[src/assert_macros.svh]
// Assertion helpers shared by the RTL. Both sample on clk and are off while rst_n is low.
`ifndef ASSERT_MACROS_SVH
`define ASSERT_MACROS_SVH

// Property that must hold at every clock edge.
`define ASSERT_ALWAYS(lbl, prop, msg) \
    lbl: assert property (@(posedge clk) disable iff (!rst_n) (prop)) else $error(msg);

// Consequent must hold in the cycle after the antecedent.
`define ASSERT_NEXT(lbl, ante, cons, msg) \
    lbl: assert property (@(posedge clk) disable iff (!rst_n) (ante) |=> (cons)) else $error(msg);

`endif

[src/khc_pkg.sv]
package khc_pkg;

    localparam int KMER_LEN    = 6;
    localparam int COUNT_BITS  = 32;
    localparam int INDEX_BITS  = 2 * KMER_LEN;
    localparam int TABLE_DEPTH = 1 << INDEX_BITS;
    localparam int FILL_BITS   = $clog2(KMER_LEN + 1);
    localparam int QUEUE_DEPTH = 4;
    localparam int QPTR_BITS   = $clog2(QUEUE_DEPTH);
    localparam int QCNT_BITS   = $clog2(QUEUE_DEPTH + 1);
    localparam int OUT_BITS    = 32;

    localparam logic [COUNT_BITS-1:0] COUNT_MAX = {COUNT_BITS{1'b1}};

    // Request kind codes
    localparam logic KIND_BASE  = 1'b0;
    localparam logic KIND_QUERY = 1'b1;

    typedef struct packed {
        logic        kind;
        logic [1:0]  base_code;
        logic [11:0] query_index;
    } req_t;

    typedef struct packed {
        logic [OUT_BITS-1:0] kmer_count;
        logic [OUT_BITS-1:0] total_count;
    } rsp_t;

    typedef enum logic {
        OP_COUNT = 1'b0,
        OP_QUERY = 1'b1
    } op_kind_t;

    // Work passed from front to back
    typedef struct packed {
        op_kind_t              kind;
        logic [INDEX_BITS-1:0] index;
    } op_t;

    typedef struct packed {
        logic full;
        logic empty;
    } q_stat_t;

    typedef enum logic [2:0] {
        S_CLEAR = 3'b001,
        S_IDLE  = 3'b010,
        S_EXEC  = 3'b100
    } back_state_t;

    function automatic logic [COUNT_BITS-1:0] sat_inc(input logic [COUNT_BITS-1:0] v);
        return (v == COUNT_MAX) ? v : v + 1'b1;
    endfunction

endpackage

[src/khc_front.sv]
module khc_front
    import khc_pkg::*;
(
    input  logic    clk,
    input  logic    rst_n,
    input  logic    push,
    input  req_t    request,
    output logic    full,
    input  logic    clearing,
    input  q_stat_t q_stat,
    output logic    q_wr_en,
    output op_t     q_wr_op
);

    logic [INDEX_BITS-1:0] window_reg, window_next;
    logic [FILL_BITS-1:0]  fill_reg, fill_next;
    logic                  accept;
    logic                  is_query;

    assign full     = q_stat.full || clearing;
    assign accept   = push && !full;
    assign is_query = (request.kind == KIND_QUERY);

    always_comb
    begin
        window_next = INDEX_BITS'({window_reg, request.base_code});
        fill_next   = (fill_reg < FILL_BITS'(KMER_LEN)) ? fill_reg + 1'b1 : fill_reg;
    end

    always_ff @(posedge clk or negedge rst_n)
    begin
        if (!rst_n)
        begin
            window_reg <= '0;
            fill_reg   <= '0;
        end
        else if (accept && !is_query)
        begin
            window_reg <= window_next;
            fill_reg   <= fill_next;
        end
    end

    // A base only produces work once the window holds a full k-mer
    always_comb
    begin
        q_wr_en = 1'b0;
        q_wr_op.kind  = OP_COUNT;
        q_wr_op.index = window_next;
        if (accept)
        begin
            if (is_query)
            begin
                q_wr_en       = 1'b1;
                q_wr_op.kind  = OP_QUERY;
                q_wr_op.index = INDEX_BITS'(request.query_index);
            end
            else if (fill_next == FILL_BITS'(KMER_LEN))
            begin
                q_wr_en = 1'b1;
            end
        end
    end

endmodule

[config.mk]
export PLATFORM = sky130hd
export DESIGN_NAME = khc_front
export DESIGN_NICKNAME = d
export VERILOG_FILES = /design/src/assert_macros.svh /design/src/khc_pkg.sv /design/src/khc_front.sv
export SDC_FILE = /design/constraint.sdc
export NUM_CORES = 1
export LEC_CHECK = 0
export BUFFER_PORTS_ARGS = -buffer_cell sky130_fd_sc_hd__buf_2
export CORE_UTILIZATION = 48
export CTS_CLUSTER_SIZE = 12
export DETAILED_ROUTE_END_ITERATION = 16
export PLACE_DENSITY = 0.8
export REMOVE_ABC_BUFFERS = 1
export SLEW_MARGIN = 0
export SYNTH_ARGS = -nofsm -noshare
export SYNTH_HDL_FRONTEND = slang
export SYNTH_SLANG_ARGS = --single-unit
[constraint.sdc]
create_clock -name clk -period 2 [get_ports clk]
set_input_delay 0.3 -clock clk [delete_from_list [all_inputs] [get_ports clk]]
set_output_delay 0.3 -clock clk [all_outputs]
set_load 0.005 [all_outputs]
-- Word level (Yosys, flattened, before mapping)
Index checks and enable logic that the tools add are counted.
- bits in registers: 13
- input port bits: 21
- output and inout bits: 15
- logic and storage cells: 16
- $add $sub $neg: 1
- magnitude comparators: 1
- eq/ne operators: 1
- mux-type cells: 6
- reductions and logical operators: 5
- operators by type and width (operator ; count):
    13-bit 2-to-1 mux ; 2
    3-bit by 1-bit adder with 3-bit output (second input constant) ; 1
    3-bit equality test (second input constant) ; 1
    3-bit less-than comparator (second input constant) ; 1
    1-bit 2-to-1 mux ; 3
    3-bit 2-to-1 mux ; 1
    1-bit logical AND ; 2
    1-bit logical NOT ; 2
    1-bit logical OR ; 1

-- Logic depth before layout (Yosys ltp)
- word-level depth: 6
- gate-level depth with buffers: 5

-- Worst setup path before layout
Ideal clock, no wire load.
- path type: input -> output
- start: input port clearing
- end: output port q_wr_op[10] (netlist bit)
- arrival time: 1.152 ns
- data required time: 1.700 ns
- path slack: 0.548 ns
- stages: 5
- path buffers: 2
- path through: nor2_1 and3_1 buf_6 buf_12 mux2_4
- RTL lines (element ; line ; RTL):
    start, declared ; khc_front.sv:9 ; input logic clearing,
    end, declared ; khc_front.sv:12 ; output op_t q_wr_op

-- Worst setup path in the final report
- start: register fill_reg[0]
- end: output port q_wr_en
- longest elaborated chain between the ends: 6
- elaborated cells between the ends (all ways): 7
- those cells by class: add/sub (1); order compare (1); eq/ne (1); mux (4)
- RTL lines (element ; line ; RTL):
    start, declared ; khc_front.sv:16 ; logic [FILL_BITS-1:0] fill_reg, fill_next;
    start signal, assigned ; khc_front.sv:40 ; fill_reg <= fill_next;
    3-bit by 1-bit adder with 3-bit output or 3-bit less-than comparator (tied branches) ; khc_front.sv:27 ; fill_next = (fill_reg < FILL_BITS'(KMER_LEN)) ? fill_reg + 1'b1 : fill_reg;
    3-bit 2-to-1 mux (*) ; khc_front.sv:27 ;
    3-bit equality test (*) ; khc_front.sv:58 ; else if (fill_next == FILL_BITS'(KMER_LEN))
    1-bit 2-to-1 mux (*) ; khc_front.sv:58 ;
    1-bit 2-to-1 mux (*) ; khc_front.sv:52 ; if (is_query)
    1-bit 2-to-1 mux (*) ; khc_front.sv:50 ; if (accept)
    end, declared ; khc_front.sv:11 ; output logic q_wr_en,
Every way passes the cells marked *; elsewhere a longest branch is shown, timed or not.

==> flow_summary_export.csv <==
group,metric,value,unit
cells_and_area,n_fill_cell,114,
sta,drv_slew,0,
placed_design,port_buffers,34,
placed_design,dp_cells,107,
drt,drtPass1Iterations,4,
floorplan,die_area,1810,sq um
clock_network,htree_levels,1,
sta,fin_ws,114,ps
drt,num_vias,578,
clock_network,cts_tree,"done",
drt,first_iter_violations,10,
cells_and_area,layout-drive-gt1-share,64.6,%
worst_hold_path,holdPathEnd,"window_reg[0]",
cells_and_area,area_growth_syn_to_layout,26.9,%
clock_network,cts_resized,0,
setup_path,worstPathRequired,1700,ps
cells_and_area,instances_no_fill,112,
setup_path,timing.rr.start,"fill_reg[0]",
power_and_ir_drop,ir_drop,0.493,mV
synthesis,synth_fa_ha_area_share,1.59,%
global_route,met3_usage,3.02,%
global_route,top_usage_layer,"met2",
cells_and_area,stdcell_area,998,sq um
sta,final-hold-violation-count,0,
cells_and_area,final_common_cell,"buf_2",
placed_design,dp_hpwl,996,um
run_status,status,"completed",
synthesis,syn_area_per_cell,13.6,sq um
global_route,grt_pass1_vias,540,
setup_path,cp_data_arrival_time,1590,ps
setup_path,path_class,"reg2out",
synthesis,ys_warn_count,0,
sta,rsz0062_at_grt,"no",
floorplan,rows,14,
setup_path,reg2reg_setup_slack,920,ps
sta,post-route-period-util,94.3,%
global_route,grt_overflow,0,
drt,drt_wl_total,1.29,mm
setup_path,r2r-end,"fill_reg[1]",
power_and_ir_drop,p_leak,0.512,nW
floorplan,die_w,42.5,um
setup_path,worst_setup_path_end_kind,"output pin",
synthesis,synth.yosys.seq_area_share,41.3,%
synthesis,syn_inst,58,
synthesis,synthSimpleGateAreaFrac,8.27,%
sta,worst_pin_slew,281,ps
floorplan,die_h,42.5,um
placed_design,place_area,962,sq um
drt,viasPerCell,5.16,
synthesis,synth-compound-area-share,5.56,%
sta,max_freq,530,MHz
worst_hold_path,hold_path_class,"in2reg",
global_route,grt_pass1_wl,2.25,mm
cells_and_area,final_cell_mix,"buf_2, mux2_2, dfrtp_1, mux2_4, nand2_1",
synthesis,synth_area,787,sq um
global_route,grt_util_met2,28.9,%
clock_network,clk_latency,270,ps
clock_network,clock_path_buffers,2,
setup_path,critPathMaxFanout,5,
global_route,grt.total_usage,16.6,%
global_route,antenna_found_initial,0,
worst_hold_path,hp-start,"request[12]",
synthesis,ys_ff_latch,13,
drt,drc,0,
worst_hold_path,holdPathStages,2,
power_and_ir_drop,total_power,0.000983,W
setup_path,critPathLaunchType,"register",
synthesis,synth-xor-area-share,1.11,%
drt,drtAntennaViolNets,0,
floorplan,core,1520,sq um
synthesis,synthMuxAreaShare,35.8,%
clock_network,clock_sinks,13,
global_route,use_met1,18.7,%
sta,min_period,1890,ps
clock_network,cts_buffers,3,
power_and_ir_drop,power_density,985,nW/um^2
synthesis,synthDistinctLibCells,18,
sta,fin_skew,1.86,ps
clock_network,cts_root_buf,"clkbuf_4",
sta,setup_viol,0,
clock_network,clkTransAtPathRegs,80,ps
placed_design,gp_congestion,0.682,
cells_and_area,largest_reg_flops,10,
synthesis,synth_top_family_by_area,"multiplexers",
placed_design,dp_slack,252,ps
cells_and_area,nets,119,
drt,wire_per_inst,11.5,um
job,maxCapViolations,0,
global_route,grt_max_degree,16,
floorplan,ios,36,
sta,slew_headroom,81.3,%
floorplan,start_util,51.6,%
sta,tns,0,ps
setup_path,ff2ff_path_depth,2,
cells_and_area,antenna_cells,0,
per-layer routing:
metal | vias to the layer above | wire length [um] | part of all wire [%]
met5 | - | 0 | 0
met4 | 0 | 14 | 1.1
met3 | 2 | 93 | 7.2
met2 | 35 | 660 | 51
met1 | 257 | 522 | 40
li1 | 284 | - | -
synth_stat cells (all sizes together):
library cell / number / share of area, %
buf: 3 / 5.4
ha: 1 / 1.6
inv: 2 / 0.95
a21oi: 1 / 0.64
and3: 1 / 0.80
dfrtp: 13 / 41
nor2: 2 / 0.95
nand2: 4 / 1.9
a31oi: 2 / 1.6
a221oi: 1 / 1.1
nor4b: 1 / 3.0
a2bb2oi: 1 / 1.1
nor2b: 2 / 1.6
mux2: 22 / 36
a22o: 1 / 1.1
xnor2: 1 / 1.1
worst max-delay path, stage by stage, from the launching register on:
cell and delay, ps:
dfrtp_1 440, ha_1 270, nor2b_1 130, a2bb2oi_1 70
a221oi_1 250, buf_2 160
logic make-up after synthesis:
logic type,count (synthesis)
compound gates,6
xor+xnor,1
fa+ha+maj,1
buf+inv,5
flops,13
mux,22
simple gates,10
layout make-up:
class	count	area, sq um	area share (%)
multi-input cells	40	412	41.2
repair buffers	37	208	20.8
inverters	2	7.51	0.752
well taps	16	20.0	2.01
clock buffers	4	26.3	2.63
flip-flops and latches	13	325	32.6
per-stage QoR:
stage / utilization [%] / hold slack [ps]
2_1_floorplan: - / 4.41
3_3_place_gp: 63.1 / 194
3_5_place_dp: 63.1 / 197
4_1_cts: 65.5 / 269
5_1_grt: 65.5 / 283
6_report: 65.5 / 275
where the power goes:
part / internal [W] / switching (W)
clock network: 0.0000771 / 0.0000807
registers: 0.000358 / 0.0000797
logic: 0.000257 / 0.000130
total: 0.000693 / 0.000290
what timing repair did:
| item | in CTS | in global routing |
|---|---|---|
| endpoints found under the setup margin | 0 | 0 |
| endpoints found under the hold margin | 13 | 0 |
| hold buffers | 1 | 0 |
| buffers inserted | 0 | 0 |
how the worst max path moves through the flow:
stage                 from         end  slack [ps]
6_report       fill_reg[0]     q_wr_en         110
5_1_grt        fill_reg[0]     q_wr_en          10
4_1_cts        fill_reg[0]     q_wr_en         100
3_5_place_dp      clearing  q_wr_op[1]         250
3_3_place_gp      clearing  q_wr_op[1]         270
2_1_floorplan     clearing  q_wr_op[0]         290
Note: power is estimated with default switching activity, not from simulation.
