### src/assert_macros.svh
// Assertion helpers shared by the RTL. Both sample on clk and are off while rst_n is low.
`ifndef ASSERT_MACROS_SVH
`define ASSERT_MACROS_SVH

// Property that must hold at every clock edge.
`define ASSERT_ALWAYS(lbl, prop, msg) \
    lbl: assert property (@(posedge clk) disable iff (!rst_n) (prop)) else $error(msg);

// Consequent must hold in the cycle after the antecedent.
`define ASSERT_NEXT(lbl, ante, cons, msg) \
    lbl: assert property (@(posedge clk) disable iff (!rst_n) (ante) |=> (cons)) else $error(msg);

`endif

### src/khc_pkg.sv
package khc_pkg;

    localparam int KMER_LEN    = 6;
    localparam int COUNT_BITS  = 32;
    localparam int INDEX_BITS  = 2 * KMER_LEN;
    localparam int TABLE_DEPTH = 1 << INDEX_BITS;
    localparam int FILL_BITS   = $clog2(KMER_LEN + 1);
    localparam int QUEUE_DEPTH = 4;
    localparam int QPTR_BITS   = $clog2(QUEUE_DEPTH);
    localparam int QCNT_BITS   = $clog2(QUEUE_DEPTH + 1);
    localparam int OUT_BITS    = 32;

    localparam logic [COUNT_BITS-1:0] COUNT_MAX = {COUNT_BITS{1'b1}};

    // Request kind codes
    localparam logic KIND_BASE  = 1'b0;
    localparam logic KIND_QUERY = 1'b1;

    typedef struct packed {
        logic        kind;
        logic [1:0]  base_code;
        logic [11:0] query_index;
    } req_t;

    typedef struct packed {
        logic [OUT_BITS-1:0] kmer_count;
        logic [OUT_BITS-1:0] total_count;
    } rsp_t;

    typedef enum logic {
        OP_COUNT = 1'b0,
        OP_QUERY = 1'b1
    } op_kind_t;

    // Work passed from front to back
    typedef struct packed {
        op_kind_t              kind;
        logic [INDEX_BITS-1:0] index;
    } op_t;

    typedef struct packed {
        logic full;
        logic empty;
    } q_stat_t;

    typedef enum logic [2:0] {
        S_CLEAR = 3'b001,
        S_IDLE  = 3'b010,
        S_EXEC  = 3'b100
    } back_state_t;

    function automatic logic [COUNT_BITS-1:0] sat_inc(input logic [COUNT_BITS-1:0] v);
        return (v == COUNT_MAX) ? v : v + 1'b1;
    endfunction

endpackage

### src/khc_queue.sv
`include "assert_macros.svh"

module khc_queue
    import khc_pkg::*;
(
    input  logic    clk,
    input  logic    rst_n,
    input  logic    wr_en,
    input  op_t     wr_op,
    input  logic    rd_en,
    output op_t     rd_op,
    output q_stat_t stat
);

    op_t                 slot_reg [QUEUE_DEPTH];
    logic [QPTR_BITS-1:0] wr_ptr_reg, wr_ptr_next;
    logic [QPTR_BITS-1:0] rd_ptr_reg, rd_ptr_next;
    logic [QCNT_BITS-1:0] cnt_reg, cnt_next;

    always_comb
    begin
        wr_ptr_next = wr_ptr_reg;
        rd_ptr_next = rd_ptr_reg;
        cnt_next    = cnt_reg;
        if (wr_en)
        begin
            wr_ptr_next = (wr_ptr_reg == QPTR_BITS'(QUEUE_DEPTH - 1)) ? '0 : wr_ptr_reg + 1'b1;
        end
        if (rd_en)
        begin
            rd_ptr_next = (rd_ptr_reg == QPTR_BITS'(QUEUE_DEPTH - 1)) ? '0 : rd_ptr_reg + 1'b1;
        end
        if (wr_en && !rd_en)
        begin
            cnt_next = cnt_reg + 1'b1;
        end
        else if (rd_en && !wr_en)
        begin
            cnt_next = cnt_reg - 1'b1;
        end
    end

    always_ff @(posedge clk or negedge rst_n)
    begin
        if (!rst_n)
        begin
            wr_ptr_reg <= '0;
            rd_ptr_reg <= '0;
            cnt_reg    <= '0;
        end
        else
        begin
            wr_ptr_reg <= wr_ptr_next;
            rd_ptr_reg <= rd_ptr_next;
            cnt_reg    <= cnt_next;
        end
    end

    always_ff @(posedge clk)
    begin
        if (wr_en)
        begin
            slot_reg[wr_ptr_reg] <= wr_op;
        end
    end

    assign rd_op      = slot_reg[rd_ptr_reg];
    assign stat.full  = (cnt_reg == QCNT_BITS'(QUEUE_DEPTH));
    assign stat.empty = (cnt_reg == '0);

    `ASSERT_ALWAYS(a_no_overflow, !(wr_en && stat.full), "queue written while full")
    `ASSERT_ALWAYS(a_no_underflow, !(rd_en && stat.empty), "queue read while empty")
    `ASSERT_NEXT(a_cnt_grow, wr_en && !rd_en, cnt_reg == $past(cnt_reg) + 1'b1, "count slip")

endmodule

### config.mk
export PLATFORM = sky130hd
export DESIGN_NAME = khc_queue
export DESIGN_NICKNAME = d
export VERILOG_FILES = /design/src/khc_pkg.sv /design/src/khc_queue.sv
export VERILOG_INCLUDE_DIRS = /design/src /design/src/src
export SDC_FILE = /design/constraint.sdc
export NUM_CORES = 1
export LEC_CHECK = 0
export ABC_CLOCK_PERIOD_IN_PS = 1400
export BUFFER_PORTS_ARGS = -buffer_cell sky130_fd_sc_hd__buf_2
export CAP_MARGIN = 30
export CORE_MARGIN = 2
export CORE_UTILIZATION = 40
export DETAILED_ROUTE_END_ITERATION = 12
export GPL_TIMING_DRIVEN = 0
export HOLD_SLACK_MARGIN = 0.03
export PLACE_DENSITY = 0.63
export SKIP_LAST_GASP = 1
export SLEW_MARGIN = 10
export SYNTH_ARGS = -nofsm -noshare
export SYNTH_HDL_FRONTEND = slang
export SYNTH_SLANG_ARGS = --single-unit
### constraint.sdc
create_clock -name clk -period 1.4 [get_ports clk]
set_input_delay 0.35 -clock clk [delete_from_list [all_inputs] [get_ports clk]]
set_output_delay 0.35 -clock clk [all_outputs]
set_load 0.1 [all_outputs]
; ---- After elaboration in Yosys (flattened, before gate mapping)
; Memories as Yosys holds them, arrays and structs flattened.
; Index checks and enable logic that the tools add are counted.
[word_totals]
regBits = 7
ram_bits = 52
inputBits = 17
word_cells = 23
n_memories = 1
[mem_list]
columns = name, depth, word_bits, read_ports, rd_ports_with_merged_regs, wr, line
row1 = slot_reg, 4, 13, 1, 0, 1, khc_queue.sv:15  ; op_t slot_reg [QUEUE_DEPTH];
[op_classes]
n_addsub = 4
n_eq_ne = 3
mux = 6
n_reduce_logical = 6
[ops]
columns = operator, n
row1 = $mux W3, 2
row2 = $add A2 B1 Y2 const B, 2
row3 = $eq A2 B2 Y1 const B, 2
row4 = $mux W2, 2
row5 = $add A3 B1 Y3 const B, 1
row6 = $eq A3 B3 Y1 const B, 1
row7 = $logic_not A3 Y1, 1
row8 = $sub A3 B1 Y3 const B, 1
row9 = $logic_and A1 B1 Y1, 2
row10 = $logic_not A1 Y1, 2
row11 = $mux W1, 2
row12 = $reduce_bool A2 Y1, 1

; ---- Logic depth before layout (Yosys ltp)
; Gate-level depths: netlist of the first run.
[depth]
word_depth = 4
mapped_depth = 7

; ---- Least setup slack after synthesis of the first run
; Ideal clock, no wire load.
[synth_path]
kind = register -> output
from = register cnt_reg[0]
to = output stat[1] in the netlist's numbering
arrival_time_ps = 2653
slack_ps = -1603
path_stages_with_launch = 2
path_cell_list = dfrtp_1 -> nor3b_1
[synth_rtl]
columns = item, line
row1 = from (decl), khc_queue.sv:18  ; logic [QCNT_BITS-1:0] cnt_reg, cnt_next;
row2 = from (signal assigned), khc_queue.sv:55  ; cnt_reg <= cnt_next;
row3 = to (decl), khc_queue.sv:12  ; output q_stat_t stat

==> results of run 1 <==
[worst paths after layout]
check | endpoint | depth (start not counted)
min in group asynchronous | cnt_reg[2]$_DFFE_PN0P_ | 2
max in group asynchronous | cnt_reg[0]$_DFFE_PN0P_ | 2
max reg2reg | cnt_reg[2]$_DFFE_PN0P_ | 5
max | rd_op[11] | 4
min reg2reg | wr_ptr_reg[1]$_DFFE_PN0P_ | 2
min | slot_reg[0][4]$_DFFE_PP_ | 1
[what timing repair did]
action / 4_1_cts / 5_1_grt
resized for setup: 49 / 2
hold endpoints to repair: 7 / 0
buffers inserted: 9 / 1
pin swaps: 3 / 4
gates cloned: 1 / 0
hold buffers: 1 / 0
endpoints found under the setup margin: 68 / 30
[critical path: cells and delay by family (launching register included)]
kind                   cells  cell delay (ns)
multiplexers               1             0.52
buffers and inverters      3             0.50
flip-flops                 1             0.36
[cell families after synthesis]
group,after synthesis
flops,59
simple gates,11
buf+inv,7
xor+xnor,3
fa+ha+maj,7
compound gates,2
mux,16
[cells in the mapped netlist, types with 2 or more instances]
cell      count  share of area
xor2_1        2         0.0075
ha_1          6          0.032
mux4_2        8          0.078
o21ai_0       2         0.0043
inv_1         4         0.0065
mux4_1        5          0.057
dfrtp_1       7          0.075
edfxtp_1     52           0.67
nand2_1       2         0.0032
nor2_1        3         0.0049
and2_1        4          0.011
mux2_2        3          0.015
[area by class of cell]
cell class / count / share of cell area
flip-flops and latches: 59 / 0.575
multi-input cells: 39 / 0.183
plain buffers: 3 / 0.0128
repair buffers: 43 / 0.134
clock buffers: 10 / 0.0422
well taps: 72 / 0.0298
inverters: 4 / 0.00497
clock inverters: 6 / 0.0186
[routing by layer]
| metal | vias up | part of all wire | global-route usage |
|---|---|---|---|
| met5 | - | 0 | 0 |
| met4 | 0 | 0.016 | 0.0864 |
| met3 | 8 | 0.038 | 0.0348 |
| met2 | 30 | 0.58 | 0.260 |
| met1 | 569 | 0.37 | 0.159 |
| li1 | 525 | - | - |
[metrics by stage]
stage	cells	cell area (µm²)	setup TNS [ns]
2_1_floorplan	105	2330	-4.25
3_5_place_dp	208	2580	-17.93
6_report	236	3020	-8.35
4_1_cts	235	3010	-8.62
3_3_place_gp	208	2580	-14.08
5_1_grt	236	3020	-9.32
==> results_dict.tcl, run 1 <==
set metrics [dict create \
    outcome "finished, violations left" \
    violations "setup timing" \
    synth-compound-area-share 0.00431 \
    timing.fmax_mhz 490 \
    drc_errors 0 \
    period_share 1.46 \
    drv_slew 0 \
    criticalPathCategory "flop to output port" \
    muxShareOfSynthArea 0.149 \
    first_iter_violations 59 \
    place_ws_ns -0.469 \
    hold_path.class "input pin to flop" \
    synth_edf_count 52 \
    die_h_um 80.2 \
    crit_arrival_ns 1.69 \
    nFillCells 451 \
    clk_pin_slew_ns 0.07 \
    h-tree-depth 3 \
    gp_congestion 0.678 \
    critPathMaxStageDelay_ns 0.52 \
    synth_top_family_by_area "multiplexers" \
    cp_slowest_cell "mux4_2" \
    synth_warnings 0 \
    final.min_clock_period_ns 2.04 \
    ys_types 19 \
    mostFrequentLayoutCells "edfxtp_1 (52), buf_2 (16), buf_6 (14)" \
    syn_nets 129 \
    cts_sinks 59 \
    start_kind "flop" \
    crit_path_end_kind "output port" \
    finalWorstSetupSlack_ns -0.642 \
    port_buffers 31 \
    syn-mean-instance-area_um2 22.1 \
    setup_violations 17 \
    fin_nets 183 \
    grt_pass1_vias 1335 \
    first_pass_iters 4 \
    fin_worst_skew_ns 0.00449 \
    ctsLongestPathBuffers 2 \
    critPathMaxFanout 6 \
    final_util 0.546 \
    cts_tree "yes" \
    wl_um 4120 \
    via_count 1132 \
    yosys_register_bits 59 \
    die_area_um2 6430 \
    antenna_found_initial 0 \
    routedWlPerCell_um 17.5 \
    cap_violations 0 \
    synth_adder_area_share 0.0410 \
    initial_core_util 0.419 \
    ys.flop_type "edfxtp_1" \
    final_common_cell "edfxtp_1" \
    cts_made_buffers 9 \
    synth_area_um2 2320 \
    max-slew-margin-rel 0.817 \
    reg2reg_slack_ns -0.05 \
    drive_gt1_frac 0.518 \
    io_pins 32 \
    grt_pass1_wl_um 6570 \
    largest_reg_flops 52 \
    n_antenna_cell 0 \
    fp.dieW_um 80.2 \
    drtAntennaViolNets 0 \
    worstHoldStart "wr_op[4]" \
    yosysSeqAreaShare 0.748 \
    area.growth.synth_to_final_pct 30.2 \
    rsz0062_at_grt "yes" \
    hpwl_um 2590 \
    startpoint "rd_ptr_reg[0]$_DFFE_PN0P_" \
    clkLatencyLatePin_ns 0.33 \
    cts-root-buf "clkbuf_8" \
    cpMostUsedCell "buf_6" \
    worstReg2RegStart "cnt_reg[0]$_DFFE_PN0P_" \
    grt_usage 0.147 \
    register_area_um2 1740 \
    synth_simple_gate_area_frac 0.0243 \
    core.rowCount 27 \
    yosys.area_share.xor_xnor 0.0113 \
    tightestPinTransition_ns 0.275 \
    finalHoldViolations 0 \
    multiInputGateArea_um2 552 \
    core-area_um2 5540 \
    crit_path_cell_trace "buf_6, buf_4, mux4_2, buf_6" \
    grt_start_max_net_pins 14 \
    gr-total-overflow 0 \
    hold_slack_ns 0.235 \
    netlist_instances 105 \
    async_flop_share 0.119 \
    required_ns 1.05 \
    avgViaCountPerCell 4.80 \
]
Power of run 1 is left out: the tool's default activity adds up to more than one toggle a clock period on the data nets, which glitch-free logic cannot reach.
==> inputs of run 2 (changes only) <==
Settings changed: SETUP_SLACK_MARGIN from default to 0.3.
==> run 2 against run 1 <==
The flow still finishes with violations (setup timing). Critical path depth is the same. Flip-flop and latch count unchanged. Clock skew is 0.0039 ns higher. Non-clock buffer count rose by 5. Critical endpoint is now rd_op[5]. Largest cell class unchanged.
==> results_dict.tcl, run 2 (synthesis results as in run 1) <==
set metrics [dict create \
    drive_gt1_frac 0.618 \
    tightestPinTransition_ns 0.262 \
    drv_slew 0 \
    first_pass_iters 4 \
    drc_errors 0 \
    required_ns 1.05 \
    cpMostUsedCell "buf_6" \
    port_buffers 31 \
    period_share 1.48 \
    ctsLongestPathBuffers 2 \
    grt_pass1_wl_um 6930 \
    gp_congestion 0.650 \
    wl_um 4680 \
    crit_path_cell_trace "buf_6, clkbuf_16, mux4_2, buf_6" \
    critPathMaxFanout 7 \
    fin_worst_skew_ns 0.00842 \
    register_area_um2 1740 \
    h-tree-depth 3 \
    cts_tree "yes" \
    finalWorstSetupSlack_ns -0.675 \
    nFillCells 441 \
    area.growth.synth_to_final_pct 38.5 \
    clkLatencyLatePin_ns 0.34 \
    multiInputGateArea_um2 671 \
    cp_slowest_cell "mux4_2" \
    core.rowCount 27 \
    outcome "finished, violations left" \
    violations "setup timing" \
    fp.dieW_um 80.2 \
    grt_start_max_net_pins 14 \
    cap_violations 0 \
    final_common_cell "edfxtp_1" \
    top_layer_used "met4" \
    dr_wl_met2_um 2410 \
    hold_path.class "input pin to flop" \
    antenna_found_initial 0 \
    drtAntennaViolNets 0 \
    finalHoldViolations 0 \
    critPathBufInv 3 \
    hpwl_um 2460 \
    timing.fmax_mhz 482 \
    crit_arrival_ns 1.73 \
    cts_sinks 59 \
    setup_violations 17 \
    routedWlPerCell_um 19.1 \
    die_area_um2 6430 \
    grt_usage 0.158 \
    cpLargestDelayFamily "multiplexers" \
    fin_nets 192 \
    grt_pass1_vias 1320 \
    max-slew-margin-rel 0.826 \
    die_h_um 80.2 \
    clk_pin_slew_ns 0.07 \
    hold_slack_ns 0.227 \
    io_pins 32 \
    initial_core_util 0.419 \
    criticalPathCategory "flop to output port" \
    first_iter_violations 80 \
    gr-total-overflow 0 \
    critPathMaxStageDelay_ns 0.51 \
    mostFrequentLayoutCells "edfxtp_1 (52), buf_2 (16), buf_6 (13), buf_4 (13), mux4_2 (13)" \
    drt-met1-wl_um 2000 \
    avgViaCountPerCell 4.94 \
    met3_length_um 173 \
    via_count 1210 \
    largest_reg_flops 52 \
    core-area_um2 5540 \
    n_antenna_cell 0 \
    cts-root-buf "clkbuf_8" \
    cts_made_buffers 9 \
    final.min_clock_period_ns 2.08 \
    rsz0062_at_grt "yes" \
    crit_path_end_kind "output port" \
    start_kind "flop" \
]
[run 2: cell types whose count changed in the layout (fill, tap and decap cells not counted), sizes merged]
| cell | before | now |
|---|---|---|
| and2 | 4 | 8 |
| clkbuf | 10 | 11 |
| buf | 45 | 49 |
[run 2: stage by stage]
stage / instance area (µm²) / instances / setup TNS, ns / setup WS (ns) / utilization
after floorplan: 2390 / 105 / -4.25 / -0.342 / -
after global placement: 2630 / 208 / -5.05 / -0.434 / 0.475
after detailed placement: 2630 / 208 / -5.42 / -0.455 / 0.475
after CTS: 3140 / 240 / -8.70 / -0.679 / 0.567
after global routing: 3210 / 245 / -9.59 / -0.712 / 0.580
final: 3210 / 245 / -8.84 / -0.675 / 0.580
[run 2: worst paths after layout]
path	startpoint	to	slack [ns]	depth (start not counted)
min in group asynchronous	rst_n	cnt_reg[1]$_DFFE_PN0P_	0.38	2
max in group asynchronous	rst_n	wr_ptr_reg[1]$_DFFE_PN0P_	0.83	2
hold / removal	wr_op[10]	slot_reg[2][10]$_DFFE_PP_	0.23	1
setup reg to reg	cnt_reg[1]$_DFFE_PN0P_	cnt_reg[2]$_DFFE_PN0P_	-0.06	5
hold reg to reg	cnt_reg[2]$_DFFE_PN0P_	cnt_reg[2]$_DFFE_PN0P_	0.57	1
setup / recovery	rd_ptr_reg[0]$_DFFE_PN0P_	rd_op[5]	-0.68	4
[run 2: area by class of cell]
cell class / count / share of cell area
inverters: 4 / 0.00856
clock inverters: 6 / 0.0175
flip-flops and latches: 59 / 0.542
well taps: 72 / 0.0280
repair buffers: 48 / 0.143
multi-input cells: 43 / 0.209
plain buffers: 3 / 0.0121
clock buffers: 10 / 0.0397
[run 2: what timing repair did]
item | 4_1_cts | 5_1_grt
hold buffers | 1 | 0
gates resized for setup | 57 | 7
gates cloned | 4 | 1
endpoints found under the setup margin | 71 | 73
buffers inserted | 11 | 4
hold endpoints to repair | 7 | 0
pin swaps | 4 | 3
[run 2: metal layers]
| layer | track usage | vias to the layer above |
|---|---|---|
| met4 | 0.0864 | 0 |
| li1 | - | 548 |
| met1 | 0.189 | 619 |
| met3 | 0.0416 | 12 |
| met5 | 0 | - |
| met2 | 0.259 | 31 |
Power of run 2 is left out for the same reason.
